File: config.mk
export PLATFORM = sky130hd
export DESIGN_NAME = delay_slot_resume_pc
export DESIGN_NICKNAME = d
export VERILOG_FILES = /design/src/design/dsrpc_pkg.sv /design/src/design/dsrpc_decode.sv /design/src/design/delay_slot_resume_pc.sv
export SDC_FILE = /design/constraint.sdc
export NUM_CORES = 1
export LEC_CHECK = 0
export BUFFER_PORTS_ARGS = -buffer_cell sky130_fd_sc_hd__buf_2
export CAP_MARGIN = 15
export CORE_MARGIN = 2
export CORE_UTILIZATION = 40
export CTS_CLUSTER_SIZE = 28
export DETAILED_ROUTE_END_ITERATION = 12
export PLACE_DENSITY_LB_ADDON = 0.1
export SLEW_MARGIN = 20
export SYNTH_ARGS = -nofsm -noshare
export SYNTH_HDL_FRONTEND = slang
export SYNTH_SLANG_ARGS = --single-unit
File: constraint.sdc
create_clock -name clk -period 2.9 [get_ports clk]
set_input_delay 0.29 -clock clk [delete_from_list [all_inputs] [get_ports clk]]
set_output_delay 0.29 -clock clk [all_outputs]
set_load 0.03 [all_outputs]
File: src/design/dsrpc_pkg.sv
// ----------------------------------------------------------------------------
// dsrpc_pkg
// Shared types and MIPS32 encodings for the delay-slot resume PC block.
// ----------------------------------------------------------------------------
package dsrpc_pkg;

  localparam int unsigned XLEN = 32;
  localparam int unsigned RIDX = 5;

  localparam logic [RIDX-1:0] LINK_REG = 5'd31;

  // primary opcodes
  localparam logic [5:0] OP_SPECIAL = 6'h00;
  localparam logic [5:0] OP_REGIMM  = 6'h01;
  localparam logic [5:0] OP_J       = 6'h02;
  localparam logic [5:0] OP_JAL     = 6'h03;
  localparam logic [5:0] OP_BEQ     = 6'h04;
  localparam logic [5:0] OP_BNE     = 6'h05;
  localparam logic [5:0] OP_BLEZ    = 6'h06;
  localparam logic [5:0] OP_BGTZ    = 6'h07;
  localparam logic [5:0] OP_BEQL    = 6'h14;
  localparam logic [5:0] OP_BNEL    = 6'h15;
  localparam logic [5:0] OP_BLEZL   = 6'h16;
  localparam logic [5:0] OP_BGTZL   = 6'h17;

  // SPECIAL function codes
  localparam logic [5:0] FN_JR   = 6'h08;
  localparam logic [5:0] FN_JALR = 6'h09;

  // REGIMM rt codes
  localparam logic [4:0] RI_BLTZ   = 5'h00;
  localparam logic [4:0] RI_BGEZ   = 5'h01;
  localparam logic [4:0] RI_BLTZAL = 5'h10;
  localparam logic [4:0] RI_BGEZAL = 5'h11;

  // where the resume address comes from
  typedef enum logic [2:0] {
    KIND_SEQ4,   // not in a delay slot: pc+4
    KIND_SEQ8,   // unknown instruction: branch+8
    KIND_REG,    // register jump
    KIND_JUMP,   // region jump
    KIND_COND    // conditional branch
  } kind_t;

  typedef enum logic [2:0] {
    COND_EQ,
    COND_NE,
    COND_LEZ,
    COND_GTZ,
    COND_LTZ,
    COND_GEZ
  } cond_t;

  typedef struct packed {
    kind_t           kind;
    cond_t           cond;
    logic            link_write;
    logic [RIDX-1:0] link_index;
  } dec_t;

endpackage

File: src/design/dsrpc_decode.sv
// ----------------------------------------------------------------------------
// dsrpc_decode
// Classifies the branch or jump word into a target kind, a branch condition
// and the link register write.
// ----------------------------------------------------------------------------
module dsrpc_decode import dsrpc_pkg::*; (
  input  logic             delay_slot,
  input  logic [XLEN-1:0]  word,
  output dec_t             dec
);

  logic [5:0]      op;
  logic [4:0]      rtf;
  logic [RIDX-1:0] rdf;
  logic [5:0]      fn;

  assign op  = word[31:26];
  assign rtf = word[20:16];
  assign rdf = word[15:11];
  assign fn  = word[5:0];

  always_comb begin
    dec.kind       = KIND_SEQ8;
    dec.cond       = COND_EQ;
    dec.link_write = 1'b0;
    dec.link_index = '0;
    if (!delay_slot) begin
      dec.kind = KIND_SEQ4;
    end else begin
      case (op)
        OP_SPECIAL: begin
          if (fn == FN_JR) begin
            dec.kind = KIND_REG;
          end else if (fn == FN_JALR) begin
            dec.kind       = KIND_REG;
            dec.link_write = 1'b1;
            dec.link_index = rdf;
          end
        end
        OP_REGIMM: begin
          case (rtf)
            RI_BLTZ: begin
              dec.kind = KIND_COND;
              dec.cond = COND_LTZ;
            end
            RI_BGEZ: begin
              dec.kind = KIND_COND;
              dec.cond = COND_GEZ;
            end
            RI_BLTZAL: begin
              dec.kind       = KIND_COND;
              dec.cond       = COND_LTZ;
              dec.link_write = 1'b1;
              dec.link_index = LINK_REG;
            end
            RI_BGEZAL: begin
              dec.kind       = KIND_COND;
              dec.cond       = COND_GEZ;
              dec.link_write = 1'b1;
              dec.link_index = LINK_REG;
            end
            default: begin
              dec.kind = KIND_SEQ8;
            end
          endcase
        end
        OP_J: begin
          dec.kind = KIND_JUMP;
        end
        OP_JAL: begin
          dec.kind       = KIND_JUMP;
          dec.link_write = 1'b1;
          dec.link_index = LINK_REG;
        end
        // likely forms share the condition and never link
        OP_BEQ, OP_BEQL: begin
          dec.kind = KIND_COND;
          dec.cond = COND_EQ;
        end
        OP_BNE, OP_BNEL: begin
          dec.kind = KIND_COND;
          dec.cond = COND_NE;
        end
        OP_BLEZ, OP_BLEZL: begin
          dec.kind = KIND_COND;
          dec.cond = COND_LEZ;
        end
        OP_BGTZ, OP_BGTZL: begin
          dec.kind = KIND_COND;
          dec.cond = COND_GTZ;
        end
        default: begin
          dec.kind = KIND_SEQ8;
        end
      endcase
    end
  end

endmodule

File: src/design/delay_slot_resume_pc.sv
// ----------------------------------------------------------------------------
// delay_slot_resume_pc
// Resume address and link write after an emulated trap, MIPS32 branch rules.
// ----------------------------------------------------------------------------
// A transaction is taken whenever start is high; busy stays low, so one
// transaction can enter every clock cycle. Each result appears on the out_
// ports for one cycle, marked by out_valid, in the order the transactions
// came in. It passes through three register stages: decode and register
// compare, then the address adds and condition check, then the final
// select into the output register. The receiver cannot hold results off,
// so they must be taken when shown.
// ----------------------------------------------------------------------------
module delay_slot_resume_pc import dsrpc_pkg::*; (
  input  logic             clk,
  input  logic             rst_n,
  input  logic             start,
  output logic             busy,
  input  logic [XLEN-1:0]  in_exc_pc,
  input  logic             in_in_delay_slot,
  input  logic [XLEN-1:0]  in_branch_word,
  input  logic [XLEN-1:0]  in_rs_value,
  input  logic [XLEN-1:0]  in_rt_value,
  output logic             out_valid,
  output logic [XLEN-1:0]  out_next_pc,
  output logic             out_link_write,
  output logic [RIDX-1:0]  out_link_index,
  output logic [XLEN-1:0]  out_link_value
);

  logic accept;
  dec_t dec;

  // stage 1
  logic            s1_vld_r;
  dec_t            s1_dec_r;
  logic [XLEN-1:0] s1_pc4_r;
  logic [XLEN-1:0] s1_rs_r;
  logic [25:0]     s1_idx_r;
  logic            s1_eq_r;
  logic            s1_zero_r;

  // stage 2
  logic            s2_vld_r;
  logic            s2_use_alt_r;
  logic [XLEN-1:0] s2_alt_r;
  logic [XLEN-1:0] s2_seq_r;
  logic            s2_lw_r;
  logic [RIDX-1:0] s2_li_r;

  logic [XLEN-1:0] s2_seq_nxt;
  logic [XLEN-1:0] s2_rel_nxt;
  logic [XLEN-1:0] s2_alt_nxt;
  logic            s2_use_alt_nxt;
  logic            taken;
  logic            neg;

  // output stage
  logic            out_vld_r;
  logic [XLEN-1:0] out_npc_r;
  logic            out_lw_r;
  logic [RIDX-1:0] out_li_r;
  logic [XLEN-1:0] out_lv_r;

  assign busy   = 1'b0;
  assign accept = start && !busy;

  dsrpc_decode u_decode (
    .delay_slot (in_in_delay_slot),
    .word       (in_branch_word),
    .dec        (dec)
  );

  // ---- stage 1: decode, pc+4, register compares
  always_ff @(posedge clk) begin
    if (!rst_n) begin
      s1_vld_r <= 1'b0;
    end else begin
      s1_vld_r <= accept;
    end
  end

  always_ff @(posedge clk) begin
    if (accept) begin
      s1_dec_r  <= dec;
      s1_pc4_r  <= in_exc_pc + XLEN'(4);
      s1_rs_r   <= in_rs_value;
      // offset and jump index both live in the low bits of the word
      s1_idx_r  <= in_branch_word[25:0];
      s1_eq_r   <= (in_rs_value == in_rt_value);
      s1_zero_r <= (in_rs_value == '0);
    end
  end

  // ---- stage 2: address adds and condition
  assign neg        = s1_rs_r[XLEN-1];
  assign s2_seq_nxt = s1_pc4_r + XLEN'(4);
  assign s2_rel_nxt = s1_pc4_r + {{(XLEN-18){s1_idx_r[15]}}, s1_idx_r[15:0], 2'b00};

  always_comb begin
    case (s1_dec_r.cond)
      COND_EQ:  taken = s1_eq_r;
      COND_NE:  taken = !s1_eq_r;
      COND_LEZ: taken = neg || s1_zero_r;
      COND_GTZ: taken = !neg && !s1_zero_r;
      COND_LTZ: taken = neg;
      COND_GEZ: taken = !neg;
      default:  taken = 1'b0;
    endcase
  end

  always_comb begin
    case (s1_dec_r.kind)
      KIND_SEQ4: begin
        s2_alt_nxt     = s1_pc4_r;
        s2_use_alt_nxt = 1'b1;
      end
      KIND_REG: begin
        s2_alt_nxt     = s1_rs_r;
        s2_use_alt_nxt = 1'b1;
      end
      KIND_JUMP: begin
        s2_alt_nxt     = {s1_pc4_r[XLEN-1:28], s1_idx_r, 2'b00};
        s2_use_alt_nxt = 1'b1;
      end
      KIND_COND: begin
        s2_alt_nxt     = s2_rel_nxt;
        s2_use_alt_nxt = taken;
      end
      default: begin
        s2_alt_nxt     = s2_rel_nxt;
        s2_use_alt_nxt = 1'b0;
      end
    endcase
  end

  always_ff @(posedge clk) begin
    if (!rst_n) begin
      s2_vld_r <= 1'b0;
    end else begin
      s2_vld_r <= s1_vld_r;
    end
  end

  always_ff @(posedge clk) begin
    if (s1_vld_r) begin
      s2_alt_r     <= s2_alt_nxt;
      s2_use_alt_r <= s2_use_alt_nxt;
      s2_seq_r     <= s2_seq_nxt;
      s2_lw_r      <= s1_dec_r.link_write;
      s2_li_r      <= s1_dec_r.link_index;
    end
  end

  // ---- stage 3: final select into the output register
  always_ff @(posedge clk) begin
    if (!rst_n) begin
      out_vld_r <= 1'b0;
    end else begin
      out_vld_r <= s2_vld_r;
    end
  end

  always_ff @(posedge clk) begin
    if (s2_vld_r) begin
      out_npc_r <= s2_use_alt_r ? s2_alt_r : s2_seq_r;
      out_lw_r  <= s2_lw_r;
      out_li_r  <= s2_lw_r ? s2_li_r : '0;
      out_lv_r  <= s2_lw_r ? s2_seq_r : '0;
    end
  end

  assign out_valid      = out_vld_r;
  assign out_next_pc    = out_npc_r;
  assign out_link_write = out_lw_r;
  assign out_link_index = out_li_r;
  assign out_link_value = out_lv_r;

  // ---- assertions
  a_out_follows_accept: assert property (@(posedge clk) disable iff (!rst_n)
    out_valid |-> $past(accept, 3))
    else $error("result strobe without a transaction three cycles earlier");

  a_stage_order: assert property (@(posedge clk) disable iff (!rst_n)
    s2_vld_r |-> $past(s1_vld_r))
    else $error("stage 2 valid without stage 1 valid");

  a_no_link_zero: assert property (@(posedge clk) disable iff (!rst_n)
    (out_valid && !out_link_write) |-> (out_link_index == '0 && out_link_value == '0))
    else $error("link fields not cleared without a link write");

endmodule
==> flow_metrics.env, run 1 <==
export IMPL_hold_depth=1
export IMPL_fin_ws_ns=0.183
export IMPL_grt_overflow_total=0
export IMPL_antenna_left=0
export IMPL_cts_root_buffer="clkbuf_16"
export IMPL_drive_gt1_frac=0.268
export IMPL_swShare=0.264
export IMPL_vias=8763
export IMPL_dp_slack_ns=0.0653
export IMPL_yosysTopAreaCellShare=0.597
export IMPL_fin_setup_tns_ns=0
export IMPL_syn2layout_area_growth_pct=24.9
export IMPL_cp_start_kind="register"
export IMPL_syn_area_per_cell_um2=12.6
export IMPL_internal_power_mw=6.63
export IMPL_critPathRequiredTime_ns=3.18
export IMPL_worstSetupPathType="reg -> reg"
export IMPL_htree_levels=1
export IMPL_finalCriticalPeriod_ns=2.72
export IMPL_post_drt_wl_per_cell_um=20.2
export IMPL_p_sw_mw=2.38
export IMPL_clock_sinks=248
export IMPL_pwr_share_comb=0.177
export IMPL_drt_iter0_drc=600
export IMPL_row_count=64
export IMPL_yosysTopAreaCell="edfxtp_1"
export IMPL_synth_seq_cells=248
export IMPL_reg2regPathDepth=8
export IMPL_dr_pass1_iters=5
export IMPL_p_leak_nw=6.02
export IMPL_grt_pass1_vias=8869
export IMPL_synth_most_common_cell="edfxtp_1"
export IMPL_synth_edf_count=245
export IMPL_ir_worst_vdd_mv=0.362
export IMPL_drv_cap=0
export IMPL_clk_latency_ns=0.53
export IMPL_synth_area_leaders="edfxtp_1, xor2_1, mux2_2"
export IMPL_cp_end_kind="register"
export IMPL_slew_violations=0
export IMPL_hold_viol=0
export IMPL_grt_first_pass_wirelength_um=52400
export IMPL_die_area_mm2=0.0322
export IMPL_hp_class="in -> reg"
export IMPL_clk_pin_slew_ns=0.06
export IMPL_synth_common_cells="edfxtp_1, nor2_1, xor2_1"
export IMPL_vias_per_cell=5.19
export IMPL_async_flop_share=0
export IMPL_yosysWarnings=0
export IMPL_arrival_ns=3.00
export IMPL_die_w_um=180
export IMPL_power_density_mw_per_mm2=585
export IMPL_slew_headroom=0.549
export IMPL_synthFlopType="edfxtp_1"
export IMPL_fin_crit_sh=0.937
export IMPL_cts_tree="done"
export IMPL_dpl_hpwl_um=25700
export IMPL_clockPowerShare=0.336
export IMPL_io_buffers=202
export IMPL_grt_max_degree=63
export IMPL_cts_buffers=27
export IMPL_setup_viol=0
export IMPL_track_usage=0.210
export IMPL_ios=204
export IMPL_crit_chain="ha_1, and2_4, a221o_1, o2111ai_2, a31oi_2, a311oi_2, nor2_1, a211o_1"
export IMPL_critPathSlowestCell="edfxtp_1"
export IMPL_coreArea_mm2=0.0304
export IMPL_synth_cells=975
export IMPL_finClkSkew_ns=0.0104
export IMPL_yosysSeqAreaShare=0.602
export IMPL_yosysUniqueCellTypes=69
export IMPL_gp_congestion=0.887
export IMPL_clock_path_buffers=3
export IMPL_seqPwrFrac=0.487
export IMPL_initial_core_util=0.405
export IMPL_drc_errors=0
export IMPL_outcome="finished, final reports clean"
export IMPL_fmax_mhz=368
export IMPL_synth_nets=1139
export IMPL_rsz0062_at_grt="no"
export IMPL_routed_wl_um=34100
export IMPL_antenna_found_initial=2
export IMPL_chipHeight_um=180
export IMPL_worst_pin_slew_ns=0.676
export IMPL_syn_area_mm2=0.0123
export IMPL_fin_nets=1437
export IMPL_max_stage_delay_ns=0.41
export IMPL_cp_max_fo=4
==> what timing repair did <==
action | 4_1_cts | 5_1_grt
hold buffers | 49 | 0
resized for setup | 0 | 4
endpoints found under the setup margin | 0 | 4
setup buffers | 0 | 0
hold endpoints to repair | 49 | 0
==> final cells by class <==
cell class              count  area, um2
inverters                  13       48.8
diodes                      1       2.50
clock inverters            11       53.8
flip-flops and latches    248       7420
repair buffers            301       1920
well taps                 396        495
fillers                  2760      15000
clock buffers              35        706
multi-input cells         682       4750
==> sequential cells by signal, summed over array words and instances, names as in the netlist <==
name,count
s1_eq_r,1
s1_vld_r,1
s1_pc4_r,32
s1_idx_r,26
out_link_value,32
s2_lw_r,1
out_link_index,5
s2_use_alt_r,1
out_link_write,1
s2_alt_r,32
s1_rs_r,32
out_next_pc,32
s2_vld_r,1
out_valid,1
s1_dec_r,12
s2_seq_r,32
s2_li_r,5
s1_zero_r,1
==> critical path, delay by kind of cell (launching register included) <==
| family | cells | cell delay (ns) |
|---|---|---|
| adder cells (fa/ha/maj) | 1 | 0.36 |
| AND/OR/NAND/NOR | 2 | 0.28 |
| flip-flops | 1 | 0.41 |
| AO/OA/AOI/OAI | 5 | 1.42 |
==> through the flow <==
stage / utilization / hold WS [ns] / power, mW / instances / area (um2)
finish: 0.506 / 0.0193 / 9.01 / 1687 / 15400
global route: 0.506 / 0.00228 / 9.42 / 1686 / 15400
CTS: 0.505 / 0.00159 / 9.07 / 1686 / 15400
detailed placement: 0.464 / 0.405 / 5.98 / 1591 / 14100
global placement: 0.464 / 0.404 / 5.99 / 1591 / 14100
floorplan: - / 0.389 / 5.34 / 975 / 12300
==> routing by layer <==
metal  up-vias  GRT usage  share of wire
met1      4129      0.305           0.47
met2       324      0.322           0.43
met3        57     0.0355          0.066
met5         -          0        0.00038
li1       4251          -              -
met4         2     0.0641          0.028
==> worst paths after layout <==
path | from | end | slack, ns
max | s1_idx_r[3] | s2_alt_r[31] | 0.18
min | in_branch_word[12] | s1_idx_r[12] | 0.02
max reg2reg | s1_idx_r[3] | s2_alt_r[31] | 0.18
min reg2reg | s1_dec_r[0] | s2_li_r[0] | 0.42
==> cell families after synthesis <==
| kind of cell | Yosys count | synth area share |
|---|---|---|
| xor+xnor | 112 | 0.0796 |
| fa+ha+maj | 32 | 0.0331 |
| other cells | 1 | 0.000304 |
| flops | 248 | 0.602 |
| compound gates | 168 | 0.0893 |
| buf+inv | 45 | 0.0143 |
| simple gates | 306 | 0.126 |
| mux | 63 | 0.0551 |
==> power by group through the flow <==
stage | clock network (mW) | registers [mW] | logic, mW
6_report | 3.03 | 4.38 | 1.60
3_3_place_gp | 0 | 4.45 | 1.54
2_1_floorplan | 0 | 4.46 | 0.881
4_1_cts | 3.10 | 4.38 | 1.58
3_5_place_dp | 0 | 4.46 | 1.52
5_1_grt | 3.27 | 4.41 | 1.75
==> cell usage in the layout (no fill, tap or decap), types with 18 or more instances in the layout <==
cell type / netlist / layout
ha_1: 31 / 31
nand2_1: 49 / 49
nor4_1: 18 / 18
edfxtp_1: 245 / 245
and2_1: 44 / 44
buf_4: 1 / 48
mux2i_1: 24 / 24
and3_1: 25 / 25
mux2_2: 39 / 39
nor2_1: 76 / 76
buf_2: 2 / 201
clkbuf_16: 0 / 27
xor2_1: 67 / 67
xnor2_1: 45 / 45
dlygate4sd3_1: 0 / 49
o21ai_0: 25 / 25
a21oi_1: 65 / 64
nand3_1: 38 / 38
nor3_1: 18 / 18
(Power assumes the default switching activity.)
==> run 2: changes to the inputs <==
==> constraint.sdc (replaced) <==
create_clock -name clk -period 2.9 [get_ports clk]
set_input_delay 0.725 -clock clk [delete_from_list [all_inputs] [get_ports clk]]
set_output_delay 0.725 -clock clk [all_outputs]
set_load 0.03 [all_outputs]
==> run 2 against run 1 <==
Against the previous run: clock skew is 0.0024 ns higher; fmax is 1.6% lower; final area is 2.8% lower; non-clock buffer count is 47 lower; worst setup slack worse by 0.044 ns; critical path depth stayed put; global-route usage is 0.81 points lower; wire length is 3.2% lower; via count is 1.7% lower.
==> flow_metrics.env, run 2 (synthesis results as in run 1) <==
export IMPL_fin_nets=1389
export IMPL_grt_first_pass_wirelength_um=50400
export IMPL_fin_crit_sh=0.952
export IMPL_track_usage=0.202
export IMPL_critPathRequiredTime_ns=3.18
export IMPL_hold_viol=0
export IMPL_cp_max_fo=5
export IMPL_clk_pin_slew_ns=0.07
export IMPL_gp_congestion=0.898
export IMPL_cts_buffers=26
export IMPL_r2r_end="s2_alt_r[29]"
export IMPL_hold_depth=1
export IMPL_io_buffers=202
export IMPL_clock_sinks=248
export IMPL_syn2layout_area_growth_pct=21.4
export IMPL_grt_max_degree=72
export IMPL_antenna_left=0
export IMPL_dp_cells=1593
export IMPL_clockPowerShare=0.354
export IMPL_fill_cells=2748
export IMPL_drc_errors=0
export IMPL_vias_per_cell=5.25
export IMPL_cts_tree="done"
export IMPL_row_count=64
export IMPL_crit_chain="ha_1, and2_4, a221oi_2, a211oi_2, o31ai_2, a21boi_2, a2111oi_2, nor4bb_1"
export IMPL_dpl_hpwl_um=25100
export IMPL_p_leak_nw=5.86
export IMPL_mostFrequentLayoutCells="edfxtp_1, buf_2, nor2_1"
export IMPL_seqCellArea_mm2=0.00742
export IMPL_r2r_start="s1_pc4_r[6]"
export IMPL_finalCriticalPeriod_ns=2.76
export IMPL_r2r_slack_ns=0.14
export IMPL_cts_root_buffer="clkbuf_16"
export IMPL_swShare=0.262
export IMPL_grt_overflow_total=0
export IMPL_ir_worst_vdd_mv=0.386
export IMPL_fmax_mhz=362
export IMPL_clock_path_buffers=3
export IMPL_crit_end="s2_alt_r[29]"
export IMPL_pwr_share_comb=0.168
export IMPL_slew_violations=0
export IMPL_cp_end_kind="register"
export IMPL_rsz0062_at_grt="no"
export IMPL_postCtsHoldBufs=0
export IMPL_initial_core_util=0.405
export IMPL_cts_setup_buffers=0
export IMPL_post_drt_wl_per_cell_um=20.1
export IMPL_die_w_um=180
export IMPL_layout_commonest_cell="edfxtp_1"
export IMPL_power_density_mw_per_mm2=613
export IMPL_setup_viol=0
export IMPL_hp_class="in -> reg"
export IMPL_dr_pass1_iters=5
export IMPL_drt_iter0_drc=640
export IMPL_layoutNonFillerInstCount=1641
export IMPL_drv_cap=0
export IMPL_seqPwrFrac=0.478
export IMPL_die_area_mm2=0.0322
export IMPL_coreArea_mm2=0.0304
export IMPL_critPathSlowestCell="edfxtp_1"
export IMPL_arrival_ns=3.04
export IMPL_finClkSkew_ns=0.0128
export IMPL_reg2regPathDepth=8
export IMPL_drive_gt1_frac=0.282
export IMPL_p_sw_mw=2.40
export IMPL_max_stage_delay_ns=0.45
export IMPL_fin_setup_tns_ns=0
export IMPL_worst_pin_slew_ns=0.725
export IMPL_chipHeight_um=180
export IMPL_worstSetupPathType="reg -> reg"
export IMPL_antenna_found_initial=3
export IMPL_outcome="finished, final reports clean"
export IMPL_vias=8612
export IMPL_slew_headroom=0.515
export IMPL_crit_start="s1_pc4_r[6]"
export IMPL_cp_start_kind="register"
export IMPL_multi_input_area_mm2=0.00473
export IMPL_clk_latency_ns=0.54
export IMPL_ios=204
export IMPL_internal_power_mw=6.77
export IMPL_routed_wl_um=33000
export IMPL_htree_levels=1
export IMPL_grt_pass1_vias=8434
run 2: final cells by class:
type	instances	share of cell area
diodes	1	0.000167
clock buffers	34	0.0469
flip-flops and latches	248	0.496
clock inverters	13	0.00786
repair buffers	254	0.0963
well taps	396	0.0331
inverters	13	0.00326
multi-input cells	682	0.316
run 2: repair_timing:
item	CTS	global route
setup endpoints to repair	0	2
hold endpoints to repair	0	0
gates resized for setup	0	1
run 2: critical path, delay by kind of cell, from the launching register on:
kind | cells | cell delay (ns)
AOI/OAI and AO/OA | 5 | 1.37
adders and majority gates | 1 | 0.40
DFF | 1 | 0.45
and+or+nand+nor | 2 | 0.29
run 2: worst min-delay path by stage:
stage,startpoint,to,slack [ns]
global route,in_branch_word[24],s1_idx_r[24],0.34
CTS,in_exc_pc[1],s1_pc4_r[1],0.34
detailed placement,s1_dec_r[4],s2_li_r[4],0.40
global placement,s1_dec_r[1],s2_li_r[1],0.40
finish,in_branch_word[22],s1_idx_r[22],0.36
floorplan,s1_dec_r[0],s2_li_r[0],0.40
run 2: per-layer routing:
layer | vias up | global-route usage | part of all wire
li1 | 4163 | - | -
met4 | 4 | 0.0585 | 0.027
met3 | 56 | 0.0373 | 0.072
met2 | 338 | 0.296 | 0.42
met5 | - | 0 | 0.00064
met1 | 4051 | 0.304 | 0.48
run 2: through the flow:
stage / instance area [um2] / power (mW) / setup WS (ns) / hold WS [ns] / utilization
finish: 15000 / 9.17 / 0.140 / 0.363 / 0.492
global route: 15000 / 9.57 / 0.0241 / 0.343 / 0.492
CTS: 15000 / 9.24 / 0.116 / 0.342 / 0.491
detailed placement: 14100 / 5.98 / 0.148 / 0.405 / 0.465
global placement: 14100 / 5.98 / 0.152 / 0.402 / 0.465
floorplan: 12300 / 5.34 / 0.277 / 0.400 / -
run 2: power groups by stage:
stage	registers (mW)	logic (mW)	clock network, mW
final	4.39	1.54	3.25
after global routing	4.41	1.68	3.48
after CTS	4.39	1.52	3.33
after detailed placement	4.46	1.51	0
after global placement	4.46	1.53	0
after floorplan	4.46	0.881	0
==> run 3: changes to the inputs <==
--- a/config.mk
+++ b/config.mk
@@ -5,12 +5,12 @@
 export SDC_FILE = /design/constraint.sdc
 export NUM_CORES = 1
 export LEC_CHECK = 0
-export BUFFER_PORTS_ARGS = -buffer_cell sky130_fd_sc_hd__buf_2
 export CAP_MARGIN = 15
 export CORE_MARGIN = 2
 export CORE_UTILIZATION = 40
 export CTS_CLUSTER_SIZE = 28
 export DETAILED_ROUTE_END_ITERATION = 12
+export DONT_BUFFER_PORTS = 1
 export PLACE_DENSITY_LB_ADDON = 0.1
 export SLEW_MARGIN = 20
 export SYNTH_ARGS = -nofsm -noshare
==> constraint.sdc (replaced) <==
create_clock -name clk -period 2.9 [get_ports clk]
set_input_delay 0.58 -clock clk [delete_from_list [all_inputs] [get_ports clk]]
set_output_delay 0.58 -clock clk [all_outputs]
set_load 0.03 [all_outputs]
==> run 3 against run 2 <==
Against the previous run: cell count is 13% lower; via count down 9.4%; count of clock-buffer cells in the layout rose by 9; clock power up 8.0%; sequential share of layout area increased by 3.5 points; largest power group unchanged.
==> flow_metrics.env, run 3 (synthesis results as in run 1) <==
export IMPL_seqPwrFrac=0.478
export IMPL_clock_path_buffers=3
export IMPL_grt_busiest_layer="met1"
export IMPL_dp_slack_ns=0.147
export IMPL_hold_viol=0
export IMPL_coreArea_mm2=0.0304
export IMPL_ios=204
export IMPL_htree_levels=1
export IMPL_clk_latency_ns=0.55
export IMPL_drive_gt1_frac=0.138
export IMPL_clockPowerShare=0.380
export IMPL_dr_pass1_iters=5
export IMPL_grt_max_degree=106
export IMPL_drc_errors=0
export IMPL_fin_setup_tns_ns=0
export IMPL_ir_worst_vdd_mv=0.410
export IMPL_critPathRequiredTime_ns=3.19
export IMPL_met1_usage=0.299
export IMPL_dpl_hpwl_um=24700
export IMPL_internal_power_mw=6.92
export IMPL_post_drt_wl_per_cell_um=22.9
export IMPL_cts_root_buffer="clkbuf_16"
export IMPL_cp_common_cell="a21oi_1"
export IMPL_max_stage_delay_ns=0.48
export IMPL_slew_headroom=0.590
export IMPL_initial_core_util=0.405
export IMPL_diodes=0
export IMPL_p_leak_nw=5.02
export IMPL_fill_cells=2798
export IMPL_mostFrequentLayoutCells="edfxtp_1, nor2_1, xor2_1"
export IMPL_gp_congestion=0.897
export IMPL_layoutNonFillerInstCount=1432
export IMPL_cp_end_kind="register"
export IMPL_hp_class="in -> reg"
export IMPL_fin_crit_sh=0.949
export IMPL_crit_chain="buf_4, ha_1, a21oi_1, o21ai_0, a21oi_1, a31oi_2, a311oi_2, nor2_1, a211o_1"
export IMPL_cp_max_fo=12
export IMPL_io_buffers=0
export IMPL_critPathSlowestCell="edfxtp_1"
export IMPL_fmax_mhz=363
export IMPL_swShare=0.251
export IMPL_power_density_mw_per_mm2=661
export IMPL_die_w_um=180
export IMPL_worst_pin_slew_ns=0.611
export IMPL_fin_ws_ns=0.147
export IMPL_finClkSkew_ns=0.0143
export IMPL_vias_per_cell=5.45
export IMPL_dp_cells=1380
export IMPL_worstSetupPathType="reg -> reg"
export IMPL_drv_cap=0
export IMPL_routed_wl_um=32800
export IMPL_cts_setup_buffers=0
export IMPL_arrival_ns=3.04
export IMPL_track_usage=0.201
export IMPL_rsz0062_at_grt="no"
export IMPL_grt_first_pass_wirelength_um=49400
export IMPL_clk_pin_slew_ns=0.06
export IMPL_grt_overflow_total=0
export IMPL_antenna_found_initial=1
export IMPL_setup_viol=0
export IMPL_finalCriticalPeriod_ns=2.75
export IMPL_vias=7800
export IMPL_use_met2=0.293
export IMPL_fin_nets=1178
export IMPL_grt_pass1_vias=7828
export IMPL_antenna_left=0
export IMPL_outcome="finished, final reports clean"
export IMPL_cts_tree="done"
export IMPL_die_area_mm2=0.0322
export IMPL_grt_util_met3=0.0504
export IMPL_p_sw_mw=2.32
export IMPL_slew_violations=0
export IMPL_cts_buffers=28
export IMPL_drt_iter0_drc=574
export IMPL_clock_sinks=248
export IMPL_syn2layout_area_growth_pct=13.4
export IMPL_r2r_slack_ns=0.15
export IMPL_pwr_share_comb=0.142
export IMPL_layout_commonest_cell="edfxtp_1"
export IMPL_row_count=64
export IMPL_cp_start_kind="register"
export IMPL_chipHeight_um=180
[run 3: worst max-delay path: cells and delay by family (launching register included)]
family,cells,cell delay (ns)
DFF,1,0.48
AOI/OAI and AO/OA,6,1.32
buffers and inverters,1,0.24
and+or+nand+nor,1,0.08
adders and majority gates,1,0.37
[run 3: timing repair]
action | in CTS | in global routing
hold endpoints to repair | 0 | 0
gates resized for setup | 0 | 2
hold buffers | 0 | 0
endpoints found under the setup margin | 0 | 3
[run 3: through the flow]
| stage | power, mW | utilization | hold WS (ns) | area (um2) |
|---|---|---|---|---|
| after floorplan | 5.34 | - | 0.400 | 12300 |
| after global placement | 5.80 | 0.429 | 0.402 | 13000 |
| after detailed placement | 5.79 | 0.429 | 0.405 | 13000 |
| after CTS | 9.33 | 0.459 | 0.102 | 14000 |
| after global routing | 9.63 | 0.459 | 0.0990 | 14000 |
| final | 9.24 | 0.459 | 0.126 | 14000 |
[run 3: cell type report]
cell class	count	area, um2	area share
Sequential cell	248	7420	0.531
Clock buffer	43	818	0.0586
Timing Repair Buffer	41	345	0.0247
Tap cell	396	495	0.0355
Clock inverter	9	103	0.00734
Inverter	13	48.8	0.00349
Multi-Input combinational cell	682	4740	0.339
[run 3: layer usage]
metal  share of wire  up-vias
met3           0.075       45
met2            0.42      285
met5         0.00040        -
met4           0.021        2
li1                -     3741
met1            0.48     3727
[run 3: power groups by stage]
stage	combinational [mW]	clock (mW)	sequential, mW
after floorplan	0.881	0	4.46
after global placement	1.31	0	4.49
after detailed placement	1.30	0	4.49
after CTS	1.30	3.60	4.42
after global routing	1.44	3.75	4.44
final	1.31	3.51	4.42
[run 3: worst paths after layout]
kind / startpoint / to / cells after the start
min reg2reg: s1_dec_r[0] / s2_li_r[0] / 0
max reg2reg: s1_idx_r[15] / s2_alt_r[31] / 9
min: in_branch_word[6] / s1_idx_r[6] / 0
max: s1_idx_r[15] / s2_alt_r[31] / 9
